### config.mk
export PLATFORM = sky130hd
export DESIGN_NAME = filter_lock_arbiter
export DESIGN_NICKNAME = d
export VERILOG_FILES = /design/src/sv/fla_pkg.sv /design/src/sv/filter_lock_arbiter.sv /design/src/sv/fla_scan.sv
export VERILOG_INCLUDE_DIRS = /design/src /design/src/sv
export SDC_FILE = /design/constraint.sdc
export NUM_CORES = 1
export LEC_CHECK = 0
export BUFFER_PORTS_ARGS = -buffer_cell sky130_fd_sc_hd__buf_4
export CAP_MARGIN = 20
export CORE_ASPECT_RATIO = 0.75
export CORE_MARGIN = 5
export CORE_UTILIZATION = 51
export DETAILED_ROUTE_END_ITERATION = 7
export GPL_TIMING_DRIVEN = 0
export HOLD_SLACK_MARGIN = 0.02
export PLACE_DENSITY = 0.76
export SLEW_MARGIN = 20
export SYNTH_ARGS = -nofsm -noshare
export SYNTH_HDL_FRONTEND = slang
export SYNTH_HIERARCHICAL = 1
export SYNTH_SLANG_ARGS = --single-unit
### constraint.sdc
create_clock -name clock -period 2.9 [get_ports clock]
set_input_delay 0.435 -clock clock [delete_from_list [all_inputs] [get_ports clock]]
set_output_delay 0.435 -clock clock [all_outputs]
set_load 0.01 [all_outputs]
### src/sv/filter_lock_arbiter_assert.svh
// Assertion helpers for the lock arbiter. Each use expands to one labeled
// concurrent assertion that reports through $error.
`ifndef FILTER_LOCK_ARBITER_ASSERT_SVH
`define FILTER_LOCK_ARBITER_ASSERT_SVH

// Same-cycle implication.
`define FLA_ASSERT_IMP(lbl, clk, rst, ante, cons) \
   lbl: assert property (@(posedge clk) disable iff (rst) (ante) |-> (cons)) \
      else $error("filter_lock_arbiter: same-cycle check failed");

// Next-cycle implication.
`define FLA_ASSERT_NXT(lbl, clk, rst, ante, cons) \
   lbl: assert property (@(posedge clk) disable iff (rst) (ante) |=> (cons)) \
      else $error("filter_lock_arbiter: next-cycle check failed");

`endif

### src/sv/fla_pkg.sv
package fla_pkg;

   localparam int PID_W  = 3;   // process id field
   localparam int ROOM_W = 3;   // room field and stored rooms
   localparam int CNT_W  = 4;   // process count register
   localparam int STS_W  = 3;   // status field
   localparam int DATA_W = 32;  // configuration data
   localparam int ADDR_W = 2;   // configuration byte address

   localparam logic [CNT_W-1:0]  PC_RESET = 4'd8;
   localparam logic [CNT_W-1:0]  PC_MIN   = 4'd2;
   localparam logic [ADDR_W-1:0] ADDR_PROCESS_COUNT = 2'd0;

   typedef enum logic [1:0] {
      OP_REQUEST = 2'd0,
      OP_POLL    = 2'd1,
      OP_RELEASE = 2'd2
   } op_type;

   typedef enum logic [STS_W-1:0] {
      STS_BLOCKED  = 3'd0,
      STS_ADVANCED = 3'd1,
      STS_GRANTED  = 3'd2,
      STS_RELEASED = 3'd3,
      STS_IGNORED  = 3'd4
   } status_type;

   typedef enum logic [2:0] {
      ST_IDLE,
      ST_LOOKUP,
      ST_CHECK,
      ST_SCAN,
      ST_APPLY
   } state_type;

   typedef struct packed {
      logic              start;
      logic [PID_W-1:0]  id;
      logic [ROOM_W-1:0] room;
      logic [CNT_W-1:0]  count;
   } scan_ctrl_type;

   typedef struct packed {
      logic busy;
      logic done;
      logic hit;
   } scan_stat_type;

endpackage

### src/sv/filter_lock_arbiter.sv
// filter_lock_arbiter: hardware lock unit running the filter form of
// Peterson's lock for up to eight processes.
// Request channel (req_*): one request carries an operation (request lock,
// poll, release) and a process id. A request is taken when req_valid is high
// and req_stall low; req_stall stays high while a request is in work.
// Response channel (rsp_*): exactly one response per request, carrying the
// status and the process's room after the step, taken when rsp_valid is high
// and rsp_stall low. A stalled response holds in the output register, and
// the unit still takes the next request; that request waits in its final
// step until the output register frees up.
// Sequence: a request passes through lookup, check, an optional room scan
// and apply. The scan visits at most as many slots as there are processes
// in use, and is skipped when no scan is needed. The response is loaded in
// the apply step. The scan compares one process's room per cycle
// through a single compare unit.
// Configuration: an APB-style port with one register, process_count at
// byte address 0. Writing it also returns every process to idle and clears
// the lock. Write it only while the unit is idle.
// Reset: synchronous, active high; process_count returns to 8, every process
// is idle and the lock is free. No clearing pass is needed.
module filter_lock_arbiter import fla_pkg::*; #(
   parameter int MAX_PROCESSES = 8
) (
   input  logic              clock,
   input  logic              reset,
   // request channel
   input  logic              req_valid,
   output logic              req_stall,
   input  logic [1:0]        req_operation,
   input  logic [PID_W-1:0]  req_process_id,
   // response channel
   output logic              rsp_valid,
   input  logic              rsp_stall,
   output logic [STS_W-1:0]  rsp_status,
   output logic [ROOM_W-1:0] rsp_room,
   // configuration port
   input  logic              psel,
   input  logic              penable,
   input  logic              pwrite,
   input  logic [ADDR_W-1:0] paddr,
   input  logic [DATA_W-1:0] pwdata,
   output logic [DATA_W-1:0] prdata,
   output logic              pready
);

`include "filter_lock_arbiter_assert.svh"

   // slots actually stored: ids beyond this are never in use
   localparam int SLOTS  = (MAX_PROCESSES < 8) ? MAX_PROCESSES : 8;
   localparam int SLOT_W = (SLOTS > 2) ? $clog2(SLOTS) : 1;

   state_type         state_ff, state_in;

   logic [CNT_W-1:0]  pc_ff;
   logic [CNT_W-1:0]  n_cnt;
   logic              cfg_wr;

   logic [ROOM_W-1:0] room_ff [SLOTS];
   logic [SLOT_W-1:0] last_ff [SLOTS];
   logic              lock_taken_ff;
   logic [SLOT_W-1:0] lock_owner_ff;

   logic [1:0]        op_ff;
   logic [PID_W-1:0]  id_ff;
   logic              id_ok_ff;
   logic [ROOM_W-1:0] r_ff;
   logic              hit_ff;

   logic              rsp_valid_ff;
   logic [STS_W-1:0]  rsp_status_ff;
   logic [ROOM_W-1:0] rsp_room_ff;

   logic              req_take;
   logic              rsp_take;
   logic              rsp_load;
   logic [SLOT_W-1:0] id_slot;
   logic [SLOT_W-1:0] rd_addr;
   logic [ROOM_W-1:0] room_rd;
   logic [SLOT_W-1:0] last_rd;
   logic              owner;
   logic              need_scan;
   logic [CNT_W-1:0]  r_next;

   // result of the current request and its write-back
   status_type        res_status;
   logic [ROOM_W-1:0] res_room;
   logic              wr_room_en;
   logic [ROOM_W-1:0] wr_room_val;
   logic              wr_last_en;
   logic [SLOT_W-1:0] wr_last_idx;
   logic              lock_set;
   logic              lock_clr;

   scan_ctrl_type     scan_ctrl;
   scan_stat_type     scan_stat;
   logic [SLOT_W-1:0] scan_slot;

   // ---------------------------------------------------------------
   // Configuration port
   // ---------------------------------------------------------------
   assign pready = 1'b1;
   assign prdata = DATA_W'(pc_ff);
   assign cfg_wr = psel && penable && pwrite && (paddr == ADDR_PROCESS_COUNT);

   // clamp the register to the number of stored slots, never below two
   always_comb begin
      if (pc_ff < PC_MIN) begin
         n_cnt = PC_MIN;
      end else if (pc_ff > CNT_W'(SLOTS)) begin
         n_cnt = CNT_W'(SLOTS);
      end else begin
         n_cnt = pc_ff;
      end
   end

   // ---------------------------------------------------------------
   // Handshakes
   // ---------------------------------------------------------------
   assign req_take   = req_valid && !req_stall;
   assign rsp_take   = rsp_valid_ff && !rsp_stall;
   assign rsp_valid  = rsp_valid_ff;
   assign rsp_status = rsp_status_ff;
   assign rsp_room   = rsp_room_ff;

   // ---------------------------------------------------------------
   // Single read port on the room table: own slot at lookup, scan slot later
   // ---------------------------------------------------------------
   assign id_slot = id_ff[SLOT_W-1:0];
   assign rd_addr = (state_ff == ST_SCAN) ? scan_slot : id_slot;
   assign room_rd = room_ff[rd_addr];
   assign last_rd = last_ff[r_ff[SLOT_W-1:0]];
   assign owner   = lock_taken_ff && (lock_owner_ff == id_slot);
   assign r_next  = CNT_W'(r_ff) + CNT_W'(1);

   // A poll needs the scan only when this process entered its room last.
   assign need_scan = id_ok_ff && (op_ff == OP_POLL) && (r_ff != '0) && !owner &&
                      (last_rd == id_slot);

   fla_scan #(
      .SLOT_W (SLOT_W)
   ) u_scan (
      .clock     (clock),
      .reset     (reset),
      .ctrl      (scan_ctrl),
      .slot_room (room_rd),
      .slot      (scan_slot),
      .stat      (scan_stat)
   );

   // ---------------------------------------------------------------
   // Sequencer: next state
   // ---------------------------------------------------------------
   always_comb begin
      state_in = state_ff;
      case (state_ff)
         ST_IDLE:   if (req_take) state_in = ST_LOOKUP;
         ST_LOOKUP: state_in = ST_CHECK;
         ST_CHECK:  state_in = need_scan ? ST_SCAN : ST_APPLY;
         ST_SCAN:   if (scan_stat.done) state_in = ST_APPLY;
         ST_APPLY:  if (rsp_load) state_in = ST_IDLE;
         default:   state_in = ST_IDLE;
      endcase
   end

   // ---------------------------------------------------------------
   // Sequencer: outputs
   // ---------------------------------------------------------------
   always_comb begin
      req_stall       = (state_ff != ST_IDLE);
      scan_ctrl.start = (state_ff == ST_CHECK) && need_scan;
      scan_ctrl.id    = id_ff;
      scan_ctrl.room  = r_ff;
      scan_ctrl.count = n_cnt;
      // load the response only when the output register is free or leaving
      rsp_load        = (state_ff == ST_APPLY) && (!rsp_valid_ff || !rsp_stall);
   end

   // ---------------------------------------------------------------
   // Decide the outcome from the gathered facts
   // ---------------------------------------------------------------
   always_comb begin
      res_status  = STS_IGNORED;
      res_room    = r_ff;
      wr_room_en  = 1'b0;
      wr_room_val = r_ff;
      wr_last_en  = 1'b0;
      wr_last_idx = SLOT_W'(1);
      lock_set    = 1'b0;
      lock_clr    = 1'b0;
      if (id_ok_ff) begin
         case (op_ff)
            OP_REQUEST: begin
               // enter room 1 from idle
               if (r_ff == '0) begin
                  res_status  = STS_ADVANCED;
                  res_room    = ROOM_W'(1);
                  wr_room_en  = 1'b1;
                  wr_room_val = ROOM_W'(1);
                  wr_last_en  = 1'b1;
                  wr_last_idx = SLOT_W'(1);
               end
            end
            OP_POLL: begin
               if (r_ff != '0) begin
                  if (owner) begin
                     res_status = STS_GRANTED;
                  end else if (!hit_ff) begin
                     if (r_next >= n_cnt) begin
                        // leaving the top room takes the lock; stay there
                        res_status = STS_GRANTED;
                        lock_set   = 1'b1;
                     end else begin
                        res_status  = STS_ADVANCED;
                        res_room    = ROOM_W'(r_next);
                        wr_room_en  = 1'b1;
                        wr_room_val = ROOM_W'(r_next);
                        wr_last_en  = 1'b1;
                        wr_last_idx = SLOT_W'(r_next);
                     end
                  end else begin
                     res_status = STS_BLOCKED;
                  end
               end
            end
            OP_RELEASE: begin
               if (r_ff != '0) begin
                  res_status  = STS_RELEASED;
                  res_room    = '0;
                  wr_room_en  = 1'b1;
                  wr_room_val = '0;
                  lock_clr    = owner;
               end
            end
            default: begin
               res_status = STS_IGNORED;
            end
         endcase
      end
   end

   // ---------------------------------------------------------------
   // Control registers
   // ---------------------------------------------------------------
   always_ff @(posedge clock) begin
      if (reset) begin
         state_ff      <= ST_IDLE;
         pc_ff         <= PC_RESET;
         lock_taken_ff <= 1'b0;
         lock_owner_ff <= '0;
         rsp_valid_ff  <= 1'b0;
         for (int k = 0; k < SLOTS; k++) begin
            room_ff[k] <= '0;
            last_ff[k] <= '0;
         end
      end else begin
         state_ff <= state_in;
         if (rsp_load) begin
            rsp_valid_ff <= 1'b1;
         end else if (rsp_take) begin
            rsp_valid_ff <= 1'b0;
         end
         if (cfg_wr) begin
            // new process count: drop every process back to idle, free the lock
            pc_ff         <= pwdata[CNT_W-1:0];
            lock_taken_ff <= 1'b0;
            lock_owner_ff <= '0;
            for (int k = 0; k < SLOTS; k++) begin
               room_ff[k] <= '0;
               last_ff[k] <= '0;
            end
         end else if (rsp_load) begin
            if (wr_room_en) room_ff[id_slot] <= wr_room_val;
            if (wr_last_en) last_ff[wr_last_idx] <= id_slot;
            if (lock_set) begin
               lock_taken_ff <= 1'b1;
               lock_owner_ff <= id_slot;
            end else if (lock_clr) begin
               lock_taken_ff <= 1'b0;
               lock_owner_ff <= '0;
            end
         end
      end
   end

   // ---------------------------------------------------------------
   // Request context and response payload
   // ---------------------------------------------------------------
   always_ff @(posedge clock) begin
      if (req_take) begin
         op_ff    <= req_operation;
         id_ff    <= req_process_id;
         id_ok_ff <= (CNT_W'(req_process_id) < n_cnt);
      end
      // ids out of range never hold a room
      if (state_ff == ST_LOOKUP) r_ff <= id_ok_ff ? room_rd : '0;
      if (state_ff == ST_CHECK) begin
         hit_ff <= 1'b0;
      end else if ((state_ff == ST_SCAN) && scan_stat.done) begin
         hit_ff <= scan_stat.hit;
      end
      if (rsp_load) begin
         rsp_status_ff <= res_status;
         rsp_room_ff   <= res_room;
      end
   end

   // ---------------------------------------------------------------
   // Assertions
   // ---------------------------------------------------------------
   `FLA_ASSERT_NXT(a_take_starts_lookup, clock, reset, req_take, state_ff == ST_LOOKUP)
   `FLA_ASSERT_IMP(a_scan_only_in_scan, clock, reset, scan_stat.busy, state_ff == ST_SCAN)
   `FLA_ASSERT_IMP(a_owner_in_top_room, clock, reset, lock_taken_ff,
                   CNT_W'(room_ff[lock_owner_ff]) == (n_cnt - CNT_W'(1)))

endmodule

### src/sv/fla_scan.sv
module fla_scan import fla_pkg::*; #(
   parameter int SLOT_W = 3
) (
   input  logic                clock,
   input  logic                reset,
   input  scan_ctrl_type       ctrl,
   input  logic [ROOM_W-1:0]   slot_room,
   output logic [SLOT_W-1:0]   slot,
   output scan_stat_type       stat
);

   logic              busy_ff, busy_in;
   logic [SLOT_W-1:0] idx_ff, idx_in;
   logic [PID_W-1:0]  id_ff, id_in;
   logic [ROOM_W-1:0] room_ff, room_in;
   logic [CNT_W-1:0]  cnt_ff, cnt_in;
   logic              hit_now;
   logic              last_slot;

   // One slot per cycle through the shared compare: another live process at or above the room.
   always_comb begin
      hit_now   = busy_ff && (PID_W'(idx_ff) != id_ff) && (slot_room != '0) &&
                  (slot_room >= room_ff);
      last_slot = (CNT_W'(idx_ff) == (cnt_ff - CNT_W'(1)));
      stat.busy = busy_ff;
      stat.done = busy_ff && (hit_now || last_slot);
      stat.hit  = hit_now;
      slot      = idx_ff;
   end

   always_comb begin
      busy_in = busy_ff;
      idx_in  = idx_ff;
      id_in   = id_ff;
      room_in = room_ff;
      cnt_in  = cnt_ff;
      if (ctrl.start) begin
         busy_in = 1'b1;
         idx_in  = '0;
         id_in   = ctrl.id;
         room_in = ctrl.room;
         cnt_in  = ctrl.count;
      end else if (busy_ff) begin
         // stop at the first hit or after the last slot in use
         busy_in = !stat.done;
         idx_in  = SLOT_W'(idx_ff + SLOT_W'(1));
      end
   end

   always_ff @(posedge clock) begin
      if (reset) begin
         busy_ff <= 1'b0;
      end else begin
         busy_ff <= busy_in;
      end
   end

   always_ff @(posedge clock) begin
      idx_ff  <= idx_in;
      id_ff   <= id_in;
      room_ff <= room_in;
      cnt_ff  <= cnt_in;
   end

endmodule
==> results.yml <==
status:
  status: "complete, but fails checks"
  failed_checks: "setup timing"
cells_and_area:
  drive_above_1_share_pct: 34.2
  insertedDiodeCount: 0
  layout.cells.most_common_list: "buf_4, edfxtp_1, nor2_1"
  final_nets: 614
  areaGrowthSynthToFinish_pct: 29.6
  fill_cells: 670
  layout_commonest_cell: "buf_4"
synthesis:
  synthCells: 459
  synth_area_mm2: 0.00509
  synth.avg_cell_area_um2: 11.1
  ys_warn_count: 6
critical_path:
  cp-end-kind: "register"
  cp_top_family: "multiplexers"
  cp_data_required_time_ns: 3.15
  cp_max_fo: 5
  crit_type: "reg2reg"
  crit_cells: 17
  critPathSlowestCell: "mux4_2"
  startpoint_type: "register"
  crit_buf_inv: 4
  cpPeakStageDelay_ns: 0.49
  reg2regPathDepth: 17
  arrival_ns: 3.48
  path_cells: "nand3b_4 -> mux2i_4 -> buf_6 -> buf_16 -> mux2i_4 -> mux4_2 -> inv_2 -> ha_4 -> nand2_2 -> o21ai_2 -> nand2_2 -> a21boi_4 -> inv_2 -> a211o_1 -> nor2_1 -> nand2_1 -> o31ai_1"
floorplan:
  core_mm2: 0.00970
  die_h_um: 96.5
  dieWidth_um: 125
  rows: 31
  die_area_mm2: 0.0121
  io_pins: 87
  start_util_pct: 52.5
sta:
  finalHoldViolations: 0
  rsz0062_at_grt: "yes"
  clock_skew_ns: 0.00726
  whs_ns: 0.268
  drv_slew: 0
  slew_headroom_pct: 29.5
  fmax_ghz: 0.309
  timing.final.crit_share_pct: 111
  worst_slack_ns: -0.332
  setup_viol: 6
  worst_pin_slew_ns: 1.06
  layout_min_cycle_time_ns: 3.23
routing:
  drt-pass1-iter-count: 5
  via_count: 3801
  wl_per_cell_um: 17.9
  ant_nets: 0
  drc: 0
  drt_first_iter_violations: 366
  via_per_inst: 5.50
  drt_wl_total_um: 12400
power:
  total_leakage_power_nw: 2.68
  p_total_mw: 4.07
  ir_worst_vdd_uv: 432
  p_per_area_mw_per_mm2: 616
placed_design:
  hpwl_um: 8250
  portBuffers: 29
  gp_congestion: 0.857
global_route:
  gr-total-overflow: 0
  antenna_found_initial: 0
  track_usage_pct: 20.4
  grt_max_degree: 16
  busiest_layer: "met2"
  met2_usage_pct: 33.1
  use_met3_pct: 5.71
  grt_pass1_wl_um: 19000
  grt_pass1_vias: 3781
  use_met1_pct: 27.0
clocking:
  h-tree-depth: 3
  clk_pin_slew_worst_paths_ns: 0.06
  cts_hold_buf: 0
  cts_sinks: 93
  worstSkewPairLatency_ns: 0.34
  max-clock-path-buffers: 2
  cts_tree: "built"
  cts-root-buf: "clkbuf_16"
  numCtsBuffers: 9
hold_path:
  min_path_cells: 1
  hp-class: "in2reg"
flow_run:
  drv_cap: 0
-- flip-flops by register name, indices dropped and copies added (netlist names), 4 cells and up, named ones only --
name and count:
last_ff 24, u_scan/cnt_ff 4, pc_ff 4, room_ff 24
-- layer usage --
metal  wire length, um  vias up
li1                  -     1766
met1              5380     1840
met2              5780      180
met3              1050       15
met4               143        0
met5                 0        -
-- what timing repair did --
item / CTS / global route
buffers inserted: 16 / 14
pin swaps: 14 / 15
endpoints found under the setup margin: 106 / 88
gates cloned: 1 / 0
resized for setup: 36 / 50
-- layout make-up --
cell class                 count  area (um^2)  share of cell area (%)
sequential                    93         2610                    39.5
multi-input combinational    315         2580                    39.1
timing repair buffer          59          490                    7.43
buffer                        47          325                    4.93
clock buffer                  10          239                    3.62
tap                          132          165                    2.50
inverter                      29          111                    1.69
clock inverter                 6         85.1                    1.29
-- power breakdown --
group	switching, mW	internal, mW	total (mW)
Sequential	0.0725	1.54	1.61
Clock	0.489	0.777	1.27
Combinational	0.641	0.548	1.19
-- final timing paths --
check,start,endpoint,slack [ns]
worst max-delay path,state_ff[2],state_ff[2],-0.33
worst min-delay path,req_operation[1],op_ff[1],0.27
worst max register to register,state_ff[2],state_ff[2],-0.33
worst min register to register,id_ff[2],u_scan/id_ff[2],0.45
-- stage by stage --
stage | setup WS, ns | cell area (um^2) | utilization (%) | cells | setup TNS (ns)
after CTS | -0.327 | 6250 | 64.4 | 678 | -0.798
after global routing | -0.435 | 6600 | 68.1 | 691 | -3.17
after global placement | -0.517 | 5590 | 57.7 | 647 | -18.87
final | -0.332 | 6600 | 68.1 | 691 | -0.973
after detailed placement | -0.610 | 5600 | 57.8 | 647 | -24.88
after floorplan | -0.0805 | 5210 | - | 486 | -0.0924
(Power assumes the default switching activity.)
